===== config.mk =====
export PLATFORM = sky130hd
export DESIGN_NAME = bresenham_line_stepper_flat
export DESIGN_NICKNAME = d
export VERILOG_FILES = /design/src/rtl/blst_pkg.sv /design/src/rtl/blst_if.sv /design/src/rtl/blst_front.sv /design/src/rtl/blst_queue.sv /design/src/rtl/blst_back.sv /design/src/rtl/bresenham_line_stepper.sv /design/src/flat_wrapper.sv
export SDC_FILE = /design/constraint.sdc
export NUM_CORES = 1
export LEC_CHECK = 0
export BUFFER_PORTS_ARGS = -buffer_cell sky130_fd_sc_hd__buf_2
export CAP_MARGIN = 20
export CORE_UTILIZATION = 66
export CTS_CLUSTER_SIZE = 20
export DETAILED_ROUTE_END_ITERATION = 10
export GPL_ROUTABILITY_DRIVEN = 0
export PLACE_DENSITY_LB_ADDON = 0.08
export RECOVER_POWER = 50
export SLEW_MARGIN = 20
export SYNTH_ARGS = -nofsm -noshare
export SYNTH_HDL_FRONTEND = slang
export SYNTH_HIERARCHICAL = 1
export SYNTH_SLANG_ARGS = --single-unit

===== constraint.sdc =====
create_clock -name i_clk -period 10.55 [get_ports i_clk]
set_input_delay 0 -clock i_clk [delete_from_list [all_inputs] [get_ports i_clk]]
set_output_delay 0 -clock i_clk [all_outputs]
set_load 0.02 [all_outputs]

===== src/rtl/blst_pkg.sv =====
// ---------------------------------------------------------------------------
// blst_pkg
// Shared types for the line stepper: walker state codes, queue status and
// the queue depth between the segment front end and the point walker.
// ---------------------------------------------------------------------------
package blst_pkg;

    // Entries held between the front end and the walker (power of two)
    localparam int QUEUE_DEPTH = 2;

    // Walker state, one-hot
    typedef enum logic [1:0] {
        WALK_IDLE = 2'b01,
        WALK_RUN  = 2'b10
    } t_walk_state;

    // Fill status that the segment queue reports to both sides
    typedef struct packed {
        logic full;
        logic empty;
    } t_queue_status;

endpackage


===== src/rtl/blst_if.sv =====
// ---------------------------------------------------------------------------
// blst_if
// Valid/ready channels of the line stepper: the segment input channel and
// the pixel point output channel.
// ---------------------------------------------------------------------------
interface blst_seg_if #(
    parameter int COORD_BITS = 6
);
    logic                  valid;
    logic                  ready;
    logic [COORD_BITS-1:0] x_start;
    logic [COORD_BITS-1:0] y_start;
    logic [COORD_BITS-1:0] x_end;
    logic [COORD_BITS-1:0] y_end;

    modport source (output valid, x_start, y_start, x_end, y_end, input ready);
    modport sink   (input valid, x_start, y_start, x_end, y_end, output ready);
endinterface

interface blst_pt_if #(
    parameter int COORD_BITS = 6
);
    logic                  valid;
    logic                  ready;
    logic [COORD_BITS-1:0] point_x;
    logic [COORD_BITS-1:0] point_y;
    logic                  last_point;

    modport source (output valid, point_x, point_y, last_point, input ready);
    modport sink   (input valid, point_x, point_y, last_point, output ready);
endinterface


===== src/rtl/blst_front.sv =====
// ---------------------------------------------------------------------------
// blst_front
// Segment front end: takes a segment, classifies it (walk or single point)
// and computes the initial decision term and both term increments.
// ---------------------------------------------------------------------------
module blst_front
    import blst_pkg::*;
#(
    parameter int COORD_BITS = 6
) (
    blst_seg_if.sink                        i_seg,
    input  t_queue_status                   i_status,
    output logic                            o_push,
    output logic [6*COORD_BITS+12-1:0]      o_entry
);

    localparam int DEC_BITS = COORD_BITS + 4;

    logic                       backward;
    logic [COORD_BITS-1:0]      x_end_adj;
    logic [COORD_BITS-1:0]      delta_x;
    logic signed [DEC_BITS-1:0] delta_x_ext;
    logic signed [DEC_BITS-1:0] delta_y_ext;
    logic signed [DEC_BITS-1:0] dec_init;
    logic signed [DEC_BITS-1:0] inc_keep;
    logic signed [DEC_BITS-1:0] inc_step;

    // Accept whenever the queue has room
    assign i_seg.ready = ~i_status.full;
    assign o_push      = i_seg.valid & ~i_status.full;

    // Classify: an end x at or below the start x gives only the start point
    assign backward  = (i_seg.x_end <= i_seg.x_start);
    assign x_end_adj = backward ? i_seg.x_start : i_seg.x_end;
    assign delta_x   = backward ? '0 : (i_seg.x_end - i_seg.x_start);

    // Decision term setup: 2*dy - dx, increments 2*dy and 2*(dy - dx)
    assign delta_x_ext = signed'({{4{1'b0}}, delta_x});
    assign delta_y_ext = signed'({{4{1'b0}}, i_seg.y_end})
                       - signed'({{4{1'b0}}, i_seg.y_start});
    assign inc_keep    = delta_y_ext <<< 1;
    assign dec_init    = inc_keep - delta_x_ext;
    assign inc_step    = (delta_y_ext - delta_x_ext) <<< 1;

    assign o_entry = {i_seg.x_start, i_seg.y_start, x_end_adj,
                      dec_init, inc_keep, inc_step};

endmodule


===== src/rtl/blst_queue.sv =====
// ---------------------------------------------------------------------------
// blst_queue
// Short first-in first-out queue of classified segments between the front
// end and the walker.
// ---------------------------------------------------------------------------
module blst_queue
    import blst_pkg::*;
#(
    parameter int DATA_BITS = 48
) (
    input  logic                 i_clk,
    input  logic                 i_rst_n,
    input  logic                 i_push,
    input  logic [DATA_BITS-1:0] i_data,
    input  logic                 i_pop,
    output logic [DATA_BITS-1:0] o_data,
    output t_queue_status        o_status
);

    localparam int PTR_BITS = (QUEUE_DEPTH > 1) ? $clog2(QUEUE_DEPTH) : 1;
    localparam int CNT_BITS = $clog2(QUEUE_DEPTH + 1);

    logic [DATA_BITS-1:0] r_slot [QUEUE_DEPTH];
    logic [PTR_BITS-1:0]  r_wptr;
    logic [PTR_BITS-1:0]  r_rptr;
    logic [CNT_BITS-1:0]  r_count;
    logic [CNT_BITS-1:0]  n_count;

    assign o_status.full  = (r_count == CNT_BITS'(QUEUE_DEPTH));
    assign o_status.empty = (r_count == '0);
    assign o_data         = r_slot[r_rptr];

    // Track fill level
    always_comb begin
        n_count = r_count;
        if (i_push && !i_pop) begin
            n_count = r_count + 1'b1;
        end else if (i_pop && !i_push) begin
            n_count = r_count - 1'b1;
        end
    end

    // Advance pointers
    always_ff @(posedge i_clk) begin
        if (!i_rst_n) begin
            r_wptr  <= '0;
            r_rptr  <= '0;
            r_count <= '0;
        end else begin
            r_count <= n_count;
            if (i_push) begin
                r_wptr <= r_wptr + 1'b1;
            end
            if (i_pop) begin
                r_rptr <= r_rptr + 1'b1;
            end
        end
    end

    // Store entries
    always_ff @(posedge i_clk) begin
        if (i_push) begin
            r_slot[r_wptr] <= i_data;
        end
    end

endmodule


===== src/rtl/blst_back.sv =====
// ---------------------------------------------------------------------------
// blst_back
// Point walker: pops a classified segment, steps x by one per point, steps
// y by the sign of the saturating decision term and drives the output
// register.
// ---------------------------------------------------------------------------
module blst_back
    import blst_pkg::*;
#(
    parameter int COORD_BITS = 6
) (
    input  logic                            i_clk,
    input  logic                            i_rst_n,
    input  t_queue_status                   i_status,
    input  logic [6*COORD_BITS+12-1:0]      i_entry,
    output logic                            o_pop,
    blst_pt_if.source                       o_pt
);

    localparam int DEC_BITS = COORD_BITS + 4;
    localparam int SUM_BITS = DEC_BITS + 1;

    t_walk_state                r_state;
    t_walk_state                n_state;
    logic [COORD_BITS-1:0]      r_x;
    logic [COORD_BITS-1:0]      r_y;
    logic [COORD_BITS-1:0]      r_xe;
    logic signed [DEC_BITS-1:0] r_dec;
    logic signed [DEC_BITS-1:0] r_keep;
    logic signed [DEC_BITS-1:0] r_step;
    logic                       r_out_valid;
    logic [COORD_BITS-1:0]      r_out_x;
    logic [COORD_BITS-1:0]      r_out_y;
    logic                       r_out_last;

    logic [COORD_BITS-1:0]      e_xs;
    logic [COORD_BITS-1:0]      e_ys;
    logic [COORD_BITS-1:0]      e_xe;
    logic signed [DEC_BITS-1:0] e_dec;
    logic signed [DEC_BITS-1:0] e_keep;
    logic signed [DEC_BITS-1:0] e_step;
    logic                       can_emit;
    logic                       emit;
    logic                       is_last;
    logic signed [DEC_BITS-1:0] add_val;
    logic signed [SUM_BITS-1:0] dec_sum;
    logic signed [DEC_BITS-1:0] dec_next;

    assign {e_xs, e_ys, e_xe, e_dec, e_keep, e_step} = i_entry;

    // Output register frees when empty or taken this cycle
    assign can_emit = ~r_out_valid | o_pt.ready;
    assign emit     = (r_state == WALK_RUN) & can_emit;
    assign is_last  = (r_x == r_xe);
    assign o_pop    = (r_state == WALK_IDLE) & ~i_status.empty;

    // Decision update with saturation at the signed term width
    assign add_val = r_dec[DEC_BITS-1] ? r_keep : r_step;
    assign dec_sum = SUM_BITS'(r_dec) + SUM_BITS'(add_val);
    always_comb begin
        if (dec_sum[SUM_BITS-1] != dec_sum[SUM_BITS-2]) begin
            dec_next = {dec_sum[SUM_BITS-1], {(DEC_BITS-1){~dec_sum[SUM_BITS-1]}}};
        end else begin
            dec_next = dec_sum[DEC_BITS-1:0];
        end
    end

    // Walker state
    always_comb begin
        n_state = r_state;
        case (r_state)
            WALK_IDLE: begin
                if (o_pop) begin
                    n_state = WALK_RUN;
                end
            end
            WALK_RUN: begin
                if (emit && is_last) begin
                    n_state = WALK_IDLE;
                end
            end
            default: n_state = WALK_IDLE;
        endcase
    end

    always_ff @(posedge i_clk) begin
        if (!i_rst_n) begin
            r_state     <= WALK_IDLE;
            r_out_valid <= 1'b0;
        end else begin
            r_state <= n_state;
            if (emit) begin
                r_out_valid <= 1'b1;
            end else if (o_pt.ready) begin
                r_out_valid <= 1'b0;
            end
        end
    end

    // Load a segment, then advance one point per transfer slot
    always_ff @(posedge i_clk) begin
        if (o_pop) begin
            r_x    <= e_xs;
            r_y    <= e_ys;
            r_xe   <= e_xe;
            r_dec  <= e_dec;
            r_keep <= e_keep;
            r_step <= e_step;
        end else if (emit) begin
            r_x   <= r_x + 1'b1;
            r_dec <= dec_next;
            if (!r_dec[DEC_BITS-1]) begin
                r_y <= r_y + 1'b1;
            end
        end
    end

    // Hold the point until the receiver takes it
    always_ff @(posedge i_clk) begin
        if (emit) begin
            r_out_x    <= r_x;
            r_out_y    <= r_y;
            r_out_last <= is_last;
        end
    end

    assign o_pt.valid      = r_out_valid;
    assign o_pt.point_x    = r_out_x;
    assign o_pt.point_y    = r_out_y;
    assign o_pt.last_point = r_out_last;

endmodule


===== src/rtl/bresenham_line_stepper.sv =====
// ---------------------------------------------------------------------------
// bresenham_line_stepper
// First-octant Bresenham line stepper: one segment in, a run of points out.
// ---------------------------------------------------------------------------
// Usage:
//   i_seg carries one segment (x_start, y_start, x_end, y_end) per transfer.
//   o_pt carries the pixel points from start to end, one per transfer, with
//   last_point set on the final one. An end x at or below the start x gives
//   only the start point, flagged last. y wraps at the coordinate width.
//   Segments enter a two-entry queue, so the input keeps taking segments
//   while the walker is busy, until the queue is full.
//   Throughput: one point per cycle while the receiver takes them; each
//   segment gives (x_end - x_start + 1) points once the walker has loaded it
//   from the queue, and the next segment is loaded only after its last point.
//   When the walker is idle, the first point of a segment passes the queue,
//   the walker load and the output register in that order.
//   A stalled receiver holds the output register and freezes the walker;
//   the input stalls once the queue fills.
//   Reset (i_rst_n low, synchronous) empties the queue, idles the walker
//   and drops the output valid.
// ---------------------------------------------------------------------------
module bresenham_line_stepper
    import blst_pkg::*;
#(
    parameter int COORD_BITS = 6
) (
    input  logic      i_clk,
    input  logic      i_rst_n,
    blst_seg_if.sink  i_seg,
    blst_pt_if.source o_pt
);

    localparam int ENTRY_BITS = 6 * COORD_BITS + 12;

    t_queue_status         status;
    logic                  push;
    logic                  pop;
    logic [ENTRY_BITS-1:0] push_entry;
    logic [ENTRY_BITS-1:0] head_entry;

    // Classify and set up each segment
    blst_front #(
        .COORD_BITS (COORD_BITS)
    ) u_front (
        .i_seg    (i_seg),
        .i_status (status),
        .o_push   (push),
        .o_entry  (push_entry)
    );

    // Decouple the front end from the walker
    blst_queue #(
        .DATA_BITS (ENTRY_BITS)
    ) u_queue (
        .i_clk    (i_clk),
        .i_rst_n  (i_rst_n),
        .i_push   (push),
        .i_data   (push_entry),
        .i_pop    (pop),
        .o_data   (head_entry),
        .o_status (status)
    );

    // Walk the points
    blst_back #(
        .COORD_BITS (COORD_BITS)
    ) u_back (
        .i_clk    (i_clk),
        .i_rst_n  (i_rst_n),
        .i_status (status),
        .i_entry  (head_entry),
        .o_pop    (pop),
        .o_pt     (o_pt)
    );

endmodule


===== src/flat_wrapper.sv =====
// flat-port wrapper written by rule: the top's interface ports become plain ports
module bresenham_line_stepper_flat import blst_pkg::*;
#(
    parameter int COORD_BITS = 6
)
  (i_clk, i_rst_n, i_seg_valid, i_seg_x_start, i_seg_y_start, i_seg_x_end, i_seg_y_end, i_seg_ready, o_pt_valid, o_pt_point_x, o_pt_point_y, o_pt_last_point, o_pt_ready);
  blst_seg_if #(.COORD_BITS(COORD_BITS)) i_seg_i ();
  blst_pt_if #(.COORD_BITS(COORD_BITS)) o_pt_i ();
  input  logic i_clk;
  input  logic i_rst_n;
  input wire logic [$bits(i_seg_i.valid)-1:0] i_seg_valid;
  input wire logic [$bits(i_seg_i.x_start)-1:0] i_seg_x_start;
  input wire logic [$bits(i_seg_i.y_start)-1:0] i_seg_y_start;
  input wire logic [$bits(i_seg_i.x_end)-1:0] i_seg_x_end;
  input wire logic [$bits(i_seg_i.y_end)-1:0] i_seg_y_end;
  output wire logic [$bits(i_seg_i.ready)-1:0] i_seg_ready;
  output wire logic [$bits(o_pt_i.valid)-1:0] o_pt_valid;
  output wire logic [$bits(o_pt_i.point_x)-1:0] o_pt_point_x;
  output wire logic [$bits(o_pt_i.point_y)-1:0] o_pt_point_y;
  output wire logic [$bits(o_pt_i.last_point)-1:0] o_pt_last_point;
  input wire logic [$bits(o_pt_i.ready)-1:0] o_pt_ready;
  assign i_seg_i.valid = i_seg_valid;
  assign i_seg_i.x_start = i_seg_x_start;
  assign i_seg_i.y_start = i_seg_y_start;
  assign i_seg_i.x_end = i_seg_x_end;
  assign i_seg_i.y_end = i_seg_y_end;
  assign i_seg_ready = i_seg_i.ready;
  assign o_pt_valid = o_pt_i.valid;
  assign o_pt_point_x = o_pt_i.point_x;
  assign o_pt_point_y = o_pt_i.point_y;
  assign o_pt_last_point = o_pt_i.last_point;
  assign o_pt_i.ready = o_pt_ready;
  bresenham_line_stepper #(.COORD_BITS(COORD_BITS)) u_core (.i_clk(i_clk), .i_rst_n(i_rst_n), .i_seg(i_seg_i), .o_pt(o_pt_i));
endmodule

==> results.sh, run 1 <==
export IMPL_synthMuxAreaShare=0.0840
export IMPL_cts_max_level=4
export IMPL_tns_ps=0
export IMPL_slew_viol_final=199
export IMPL_core_area_um2=11700
export IMPL_die_y_um=112
export IMPL_synth_compound_area_frac=0.0807
export IMPL_num_rows=39
export IMPL_vias=4686
export IMPL_ctsResizeCount=0
export IMPL_crit_family="buffers and inverters"
export IMPL_cts_buffers=17
export IMPL_clk_pin_slew_ps=60
export IMPL_status="finished with violations"
export IMPL_synth_simple_area_share=0.0757
export IMPL_port_buffers=42
export IMPL_ant_nets=0
export IMPL_maxCapViolCount=4
export IMPL_start_util=0.689
export IMPL_drive_above_1_share=0.168
export IMPL_yosys_area_share_xor_xnor=0.0382
export IMPL_drtIter0Drc=335
export IMPL_power_density_nw_per_um2=319
export IMPL_synth_edf_count=157
export IMPL_drc_errors=5
export IMPL_peakVddDrop_mv=0.196
export IMPL_max_slew_margin=-0.970
export IMPL_rsz0062_at_grt="false"
export IMPL_setup_viol=0
export IMPL_dieArea_um2=12600
export IMPL_synth_flop_cell="edfxtp_1"
export IMPL_layout_min_cycle_time_ps=4570
export IMPL_nets=711
export IMPL_fmax_ghz=0.219
export IMPL_ff_latch_area_um2=4880
export IMPL_worstPathArrival_ps=4720
export IMPL_synth_area_um2=8030
export IMPL_dr_wl_met3_um=781
export IMPL_hold_class="input port to flop"
export IMPL_endpoint_kind="flop"
export IMPL_dr_wl_met2_um=7600
export IMPL_avgSynthCellArea_um2=13.7
export IMPL_synthToLayoutAreaGrowth_pct=11.4
export IMPL_skew_ps=8.83
export IMPL_ys_seq_area_frac=0.607
export IMPL_grt_max_degree=51
export IMPL_cts_buffer_depth=2
export IMPL_cts_tree="done"
export IMPL_synth_cells=587
export IMPL_m1WireLength_um=6540
export IMPL_dieWidth_um=112
export IMPL_crit_chain="nor2_1 -> or3b_1 -> clkinvlp_2 -> nor3_4 -> a21oi_1"
export IMPL_insertion_delay_ps=420
export IMPL_totalWireLength_um=15100
export IMPL_hold_violations=0
export IMPL_synth_adder_area_share=0.0685
export IMPL_cp_required_ps=10700
export IMPL_fin_util=0.767
export IMPL_start_kind="flop"
export IMPL_cts_setup_buffers=0
export IMPL_cts_hold_fix_buffers=20
export IMPL_grt_total_usage=0.263
export IMPL_critical_path_buf_inv_count=1
export IMPL_worstSetupPathType="flop to flop"
export IMPL_io_pin_count=43
export IMPL_p_leak_nw=3.25
export IMPL_cts_root_buf="clkbuf_16"
export IMPL_dp_hpwl_um=9390
export IMPL_grt_pass1_wl_um=24500
export IMPL_tightest_slew_ps=2960
export IMPL_async_flop_share=0
export IMPL_r2r_slack_ps=5980
export IMPL_n_antenna_cell=0
export IMPL_multi_input_area_um2=2800
export IMPL_ys_seq_elements=165
export IMPL_overflow=0
export IMPL_grt_pass1_vias=4923
export IMPL_viasPerCell=5.87
export IMPL_antenna_found_initial=0
export IMPL_wl_per_cell_um=18.9
export IMPL_topRoutingLayerUsed="met4"
export IMPL_cp_max_fo=50
export IMPL_ys_types=61
export IMPL_slowest_delay_ps=2040
export IMPL_critPathSlowestCell="clkinvlp_2"
export IMPL_synth_top_family_by_area="multiplexers"
export IMPL_firstDrtPassIters=8
export IMPL_post_route_period_util=0.433
export IMPL_ys_warn_count=6
export IMPL_cts_sinks=165
export IMPL_violations="DRC, capacitance limit, slew limit"
export IMPL_nFillCells=723
## per-stage QoR
| stage | hold WS, ps | power, mW | cell area, µm² | setup WS [ps] | cells |
|---|---|---|---|---|---|
| 4_1_cts | 119 | 2.84 | 9010 | 7030 | 798 |
| 6_report | 117 | 2.86 | 8950 | 5980 | 798 |
| 3_3_place_gp | 205 | 2.18 | 8230 | 7310 | 746 |
| 5_1_grt | 145 | 3.03 | 8950 | 5610 | 798 |
| 2_1_floorplan | 118 | 1.99 | 8040 | 7090 | 588 |
| 3_5_place_dp | 206 | 2.22 | 8230 | 7110 | 746 |
## report_power, final
part	total (mW)	internal, mW	switching [mW]
Combinational	1.13	0.469	0.662
Sequential	1.12	1.03	0.0919
Clock	0.602	0.352	0.250
## placed cells by master, fill, tap and decap left out, types with 20 or more instances in the layout
cell and count:
edfxtp_1 157, mux2_2 46, nand2_1 43, ha_1 36, inv_1 33, clkbuf_1 32, a21oi_1 30, nor2_1 24
xnor2_1 22, dlygate4sd3_1 20
## flip-flops by register name (all words and copies together) (netlist names), 2 cells and up, named ones only
signal,flops
u_core/u_back/r_step,10
u_core/u_back/r_dec,10
u_core/u_queue/r_slot,96
u_core/u_back/r_xe,6
u_core/u_queue/r_count,2
u_core/u_back/r_x,6
u_core/u_back/r_keep,10
u_core/u_back/r_y,6
u_core/u_back/o_pt.point_x,6
u_core/u_back/r_state,2
u_core/u_back/o_pt.point_y,6
## cell type report
class | instances | share of cell area
clock buffers | 19 | 0.0484
clock inverters | 13 | 0.0164
inverters | 34 | 0.0144
multi-input cells | 359 | 0.313
flip-flops and latches | 165 | 0.545
well taps | 143 | 0.0200
repair buffers | 65 | 0.0433
## final timing paths
check,cells after the start,to,from
worst min-delay path,4,u_core/u_queue/r_wptr,i_seg_valid
worst max register to register,5,u_core/u_back/r_dec[8],u_core/u_queue/r_count[0]
worst min register to register,0,u_core/u_back/o_pt.point_y[5],u_core/u_back/r_y[5]
worst max-delay path,5,u_core/u_back/r_dec[8],u_core/u_queue/r_count[0]
## cells in the mapped netlist, drive strengths merged, types with 2 or more instances
cell	number	area [µm²]
a31oi	2	12.5
xor2	13	114
clkbuf	3	15.0
and2b	2	18.8
ha	36	450
o21a	8	61.3
o21ai	29	149
or3	2	12.5
o211ai	5	42.5
mux2	59	664
and2	5	33.8
nor2b	9	56.3
a21o	7	52.6
dfxtp	8	160
o311ai	2	17.5
nor2	24	90.1
xnor2	22	193
inv	34	140
nand2b	6	37.5
nand2	43	161
a21oi	31	159
nand4	2	12.5
buf	27	211
a21boi	3	26.3
fa	5	100
a211oi	5	55.1
edfxtp	157	4710
nand3	16	85.1
nor3	8	51.3
a221oi	2	17.5
## metal layers
metal / vias up / GRT usage
li1: 2248 / -
met1: 2288 / 0.334
met2: 135 / 0.457
met3: 15 / 0.0502
met4: 0 / 0.0916
met5: - / 0
## worst min-delay path, stage by stage
cell     delay, ps
buf_2          100
nor2b_1        150
nor2b_1        130
o21a_1         120
## kinds of logic after synthesis
kind of cell    Yosys count
compound gates           99
mux                      60
fa+ha+maj                41
buf+inv                  64
flops                   165
simple gates            122
xor+xnor                 35
other cells               1
Note: power is estimated with default switching activity, not from simulation.
==> run 2: changes to the inputs <==
CORE_UTILIZATION = 56   (was 66)
clock period = 4.1 ns   (was 10.55 ns; I/O delays follow)
==> results.sh, run 2 (synthesized netlist as in run 1, its figures left out) <==
export IMPL_final_common_cell="edfxtp_1"
export IMPL_worstPathArrival_ps=3770
export IMPL_p_leak_nw=3.28
export IMPL_cts_buffer_depth=2
export IMPL_grt_pass1_wl_um=23500
export IMPL_setup_viol=0
export IMPL_status="finished with violations"
export IMPL_totalWireLength_um=14600
export IMPL_cts_sinks=165
export IMPL_worst_slack_ps=502
export IMPL_synthToLayoutAreaGrowth_pct=12.4
export IMPL_cts_tree="done"
export IMPL_violations="capacitance limit, slew limit"
export IMPL_power_density_nw_per_um2=807
export IMPL_viasPerCell=5.50
export IMPL_cts_buffers=17
export IMPL_vias=4609
export IMPL_slew_viol_final=61
export IMPL_cts_max_level=4
export IMPL_core_area_um2=13900
export IMPL_ant_nets=0
export IMPL_nets=714
export IMPL_dieWidth_um=122
export IMPL_pwr_share_seq=0.393
export IMPL_drive_above_1_share=0.175
export IMPL_crit_chain="dlygate4sd3_1 -> clkbuf_1 -> ha_1 -> inv_1 -> fa_1 -> a211oi_1 -> o21ai_0 -> o21a_1 -> nand2_1 -> ha_1 -> nor2b_1 -> o21a_1 -> o21a_1 -> o31a_1 -> o21ai_0"
export IMPL_critPathMostFrequentCell="o21a_1"
export IMPL_place_ws_ps=736
export IMPL_grt_max_degree=51
export IMPL_firstDrtPassIters=5
export IMPL_combPwrFrac=0.397
export IMPL_port_buffers=42
export IMPL_critPathSlowestCell="dlygate4sd3_1"
export IMPL_sw_frac_of_total=0.352
export IMPL_hold_violations=0
export IMPL_power_switching_mw=2.56
export IMPL_start_util=0.576
export IMPL_max_slew_margin=-0.260
export IMPL_ctsResizeCount=0
export IMPL_cp_max_fo=16
export IMPL_slowest_delay_ps=530
export IMPL_rsz0062_at_grt="false"
export IMPL_r2r_slack_ps=870
export IMPL_die_y_um=122
export IMPL_clkPwrFrac=0.211
export IMPL_fin_util=0.648
export IMPL_drtIter0Drc=232
export IMPL_layout_common_cells="157 x edfxtp_1, 48 x mux2_2, 43 x nand2_1"
export IMPL_n_antenna_cell=0
export IMPL_grt_pass1_vias=4572
export IMPL_endpoint_kind="flop"
export IMPL_crit_family="compound AO/OA/AOI/OAI gates"
export IMPL_tns_ps=0
export IMPL_io_pin_count=43
export IMPL_skew_ps=12.1
export IMPL_largest_register_ffs=96
export IMPL_wl_per_cell_um=17.5
export IMPL_maxCapViolCount=2
export IMPL_dp_hpwl_um=9950
export IMPL_power_internal_mw=4.72
export IMPL_dieArea_um2=14800
export IMPL_layout_min_cycle_time_ps=3600
export IMPL_start_kind="input port"
export IMPL_grt_total_usage=0.216
export IMPL_hold_class="input port to flop"
export IMPL_clk_pin_slew_ps=60
export IMPL_worstSetupPathType="input port to flop"
export IMPL_drc_errors=0
export IMPL_critical_path_buf_inv_count=3
export IMPL_cts_setup_buffers=0
export IMPL_antenna_found_initial=0
export IMPL_cts_root_buf="clkbuf_16"
export IMPL_tightest_slew_ps=1890
export IMPL_num_rows=43
export IMPL_insertion_delay_ps=430
export IMPL_overflow=0
export IMPL_peakVddDrop_mv=0.377
export IMPL_largest_register="u_core/u_queue/r_slot"
export IMPL_cp_required_ps=4270
export IMPL_post_route_period_util=0.878
export IMPL_fmax_ghz=0.278
[run 2: cell types whose count changed in the layout (fill, tap and decap cells not counted), moves of 2 or more]
| cell | before | now |
|---|---|---|
| buf_4 | 0 | 4 |
| bufinv_16 | 2 | 0 |
| clkbuf_1 | 32 | 29 |
| clkbuf_16 | 17 | 19 |
| clkbuf_8 | 0 | 2 |
| clkinv_4 | 3 | 1 |
| inv_6 | 3 | 6 |
| mux2_1 | 13 | 11 |
| mux2_2 | 46 | 48 |
[run 2: final cells by class]
type	instances	area [µm²]
Clock buffer	21	503
Tap cell	180	225
Inverter	34	140
Multi-Input combinational cell	359	2790
Timing Repair Buffer	68	414
Fill cell	1025	4910
Clock inverter	11	81.3
Sequential cell	165	4870
[run 2: tightest hold or removal path: cells and delay by family]
kind                   cells  cell delay, ps
AO/OA/AOI/OAI              1             110
buffers and inverters      1             100
AND/OR/NAND/NOR            2             280
[run 2: worst paths after layout]
check / from / endpoint / cells past startpoint
setup reg to reg: u_core/u_queue/r_count[0] / u_core/u_queue/r_slot[1][42] / 4
hold / removal: i_seg_valid / u_core/u_queue/r_wptr / 4
setup / recovery: i_seg_x_start[0] / u_core/u_queue/r_slot[1][8] / 15
hold reg to reg: u_core/u_back/r_y[5] / u_core/u_back/o_pt.point_y[5] / 0
[run 2: repair_timing]
action,CTS,global route
hold buffers,20,0
setup endpoints to repair,0,0
endpoints found under the hold margin,44,0
[run 2: power groups by stage]
| stage | Combinational [mW] | Clock [mW] | Sequential [mW] |
|---|---|---|---|
| 2_1_floorplan | 2.32 | 0 | 2.80 |
| 3_3_place_gp | 2.79 | 0 | 2.89 |
| 3_5_place_dp | 2.85 | 0 | 2.90 |
| 4_1_cts | 2.91 | 1.57 | 2.87 |
| 5_1_grt | 3.18 | 1.63 | 2.91 |
| 6_report | 2.89 | 1.53 | 2.86 |
[run 2: layer usage]
layer / part of all wire / global-route usage
met2: 0.48 / 0.349
met4: 0.014 / 0.0779
met1: 0.46 / 0.284
met3: 0.047 / 0.0552
met5: 0 / 0
[run 2: through the flow]
stage | area (µm²) | instances | power [mW] | hold WS, ps
after floorplan | 8040 | 588 | 5.13 | 118
after global placement | 8300 | 786 | 5.68 | 206
after detailed placement | 8300 | 786 | 5.75 | 209
after CTS | 9080 | 838 | 7.34 | 78.5
after global routing | 9030 | 838 | 7.73 | 103
final | 9030 | 838 | 7.28 | 92.9
==> run 3: changes to the inputs <==
==> constraint.sdc (replaced) <==
create_clock -name i_clk -period 4.1 [get_ports i_clk]
set_input_delay 0.41 -clock i_clk [delete_from_list [all_inputs] [get_ports i_clk]]
set_output_delay 0.41 -clock i_clk [all_outputs]
set_load 0.02 [all_outputs]
==> results.sh, run 3 (synthesized netlist as in run 1, its figures left out) <==
export IMPL_antenna_found_initial=0
export IMPL_critical_path_buf_inv_count=4
export IMPL_fin_cells=816
export IMPL_drtIter0Drc=291
export IMPL_grt_max_degree=51
export IMPL_cts_setup_buffers=0
export IMPL_viasPerCell=5.60
export IMPL_tns_ps=0
export IMPL_fmax_ghz=0.287
export IMPL_crit_chain="clkbuf_1 -> ha_1 -> inv_1 -> fa_1 -> a211oi_1 -> o21ai_0 -> o21a_1 -> nand2_1 -> inv_1 -> fa_1 -> inv_1 -> a21o_1 -> a21oi_1 -> o21ai_0 -> o21ai_0"
export IMPL_nets=692
export IMPL_dieWidth_um=122
export IMPL_largest_register_ffs=96
export IMPL_start_util=0.576
export IMPL_endpoint_kind="flop"
export IMPL_layout_min_cycle_time_ps=3490
export IMPL_hold_violations=0
export IMPL_grt_pass1_vias=4661
export IMPL_critPathSlowestCell="fa_1"
export IMPL_clk_pin_slew_ps=60
export IMPL_violations="capacitance limit, slew limit"
export IMPL_worstSetupPathType="input port to flop"
export IMPL_port_buffers=42
export IMPL_layout_common_cells="157 x edfxtp_1, 47 x mux2_2, 43 x nand2_1"
export IMPL_place_ws_ps=295
export IMPL_ctsResizeCount=0
export IMPL_ff_latch_area_um2=4870
export IMPL_setup_viol=0
export IMPL_skew_ps=9.11
export IMPL_fin_util=0.632
export IMPL_power_density_nw_per_um2=824
export IMPL_core_area_um2=13900
export IMPL_drc_errors=0
export IMPL_cts_root_buf="clkbuf_16"
export IMPL_vias=4567
export IMPL_p_leak_nw=3.18
export IMPL_crit_family="compound AO/OA/AOI/OAI gates"
export IMPL_grt_total_usage=0.214
export IMPL_synthToLayoutAreaGrowth_pct=9.59
export IMPL_worstPathArrival_ps=3570
export IMPL_ant_nets=0
export IMPL_final_cell_area_um2=8800
export IMPL_wl_per_cell_um=17.6
export IMPL_die_y_um=122
export IMPL_tightest_slew_ps=1950
export IMPL_cts_tree="done"
export IMPL_post_route_period_util=0.850
export IMPL_rsz0062_at_grt="false"
export IMPL_cts_sinks=165
export IMPL_maxCapViolCount=2
export IMPL_max_slew_margin=-0.304
export IMPL_largest_register="u_core/u_queue/r_slot"
export IMPL_cts_hold_fix_buffers=0
export IMPL_insertion_delay_ps=420
export IMPL_slew_viol_final=68
export IMPL_drive_above_1_share=0.176
export IMPL_cp_max_fo=16
export IMPL_multi_input_area_um2=2790
export IMPL_cts_max_level=4
export IMPL_firstDrtPassIters=5
export IMPL_slowest_delay_ps=430
export IMPL_peakVddDrop_mv=0.385
export IMPL_worst_slack_ps=614
export IMPL_placed_cell_area_um2=8290
export IMPL_hold_class="input port to flop"
export IMPL_status="finished with violations"
export IMPL_dieArea_um2=14800
export IMPL_n_antenna_cell=0
export IMPL_cp_required_ps=4180
export IMPL_start_kind="input port"
export IMPL_dp_hpwl_um=9740
export IMPL_cts_buffer_depth=2
export IMPL_num_rows=43
export IMPL_nFillCells=1061
export IMPL_io_pin_count=43
export IMPL_totalWireLength_um=14400
export IMPL_grt_pass1_wl_um=23300
export IMPL_cts_buffers=17
export IMPL_dp_cells=784
export IMPL_final_common_cell="edfxtp_1"
export IMPL_overflow=0
-- run 3: cell types whose count changed in the layout (fill, tap and decap cells not counted), sizes merged --
cell and delta:
inv +1, clkinvlp +2, dlygate4sd3 -20, bufinv +1, clkbuf -5, buf -1
-- run 3: layout make-up --
type | count | area share
sequential | 165 | 0.554
clock buffer | 17 | 0.0483
tap | 180 | 0.0256
clock inverter | 15 | 0.0165
timing repair buffer | 46 | 0.0230
multi-input combinational | 359 | 0.317
inverter | 34 | 0.0159
-- run 3: worst paths after layout --
kind | startpoint | end | slack, ps | cells after the start
worst max-delay path | i_seg_x_start[0] | u_core/u_queue/r_slot[1][29] | 610 | 15
worst min-delay path | i_seg_y_start[5] | u_core/u_queue/r_slot[0][41] | 220 | 1
worst max register to register | u_core/u_back/r_dec[9] | u_core/u_back/r_dec[7] | 860 | 9
worst min register to register | u_core/u_back/r_y[5] | u_core/u_back/o_pt.point_y[5] | 480 | 0
-- run 3: per-layer routing --
| layer | global-route usage | up-vias | wire length [µm] |
|---|---|---|---|
| met5 | 0 | - | 0 |
| met4 | 0.0648 | 0 | 119 |
| met3 | 0.0520 | 10 | 654 |
| met2 | 0.357 | 95 | 7050 |
| met1 | 0.275 | 2242 | 6550 |
| li1 | - | 2220 | - |
-- run 3: metrics by stage --
stage	power, mW	hold slack, ps
2_1_floorplan	5.13	449
4_1_cts	7.30	170
6_report	7.25	223
3_5_place_dp	5.75	463
3_3_place_gp	5.66	458
5_1_grt	7.70	212
-- run 3: power breakdown --
group	leakage (nW)	switching [mW]	internal, mW
sequential	1.53	0.246	2.62
combinational	1.37	1.66	1.19
clock	0.278	0.681	0.853
total	3.18	2.59	4.66
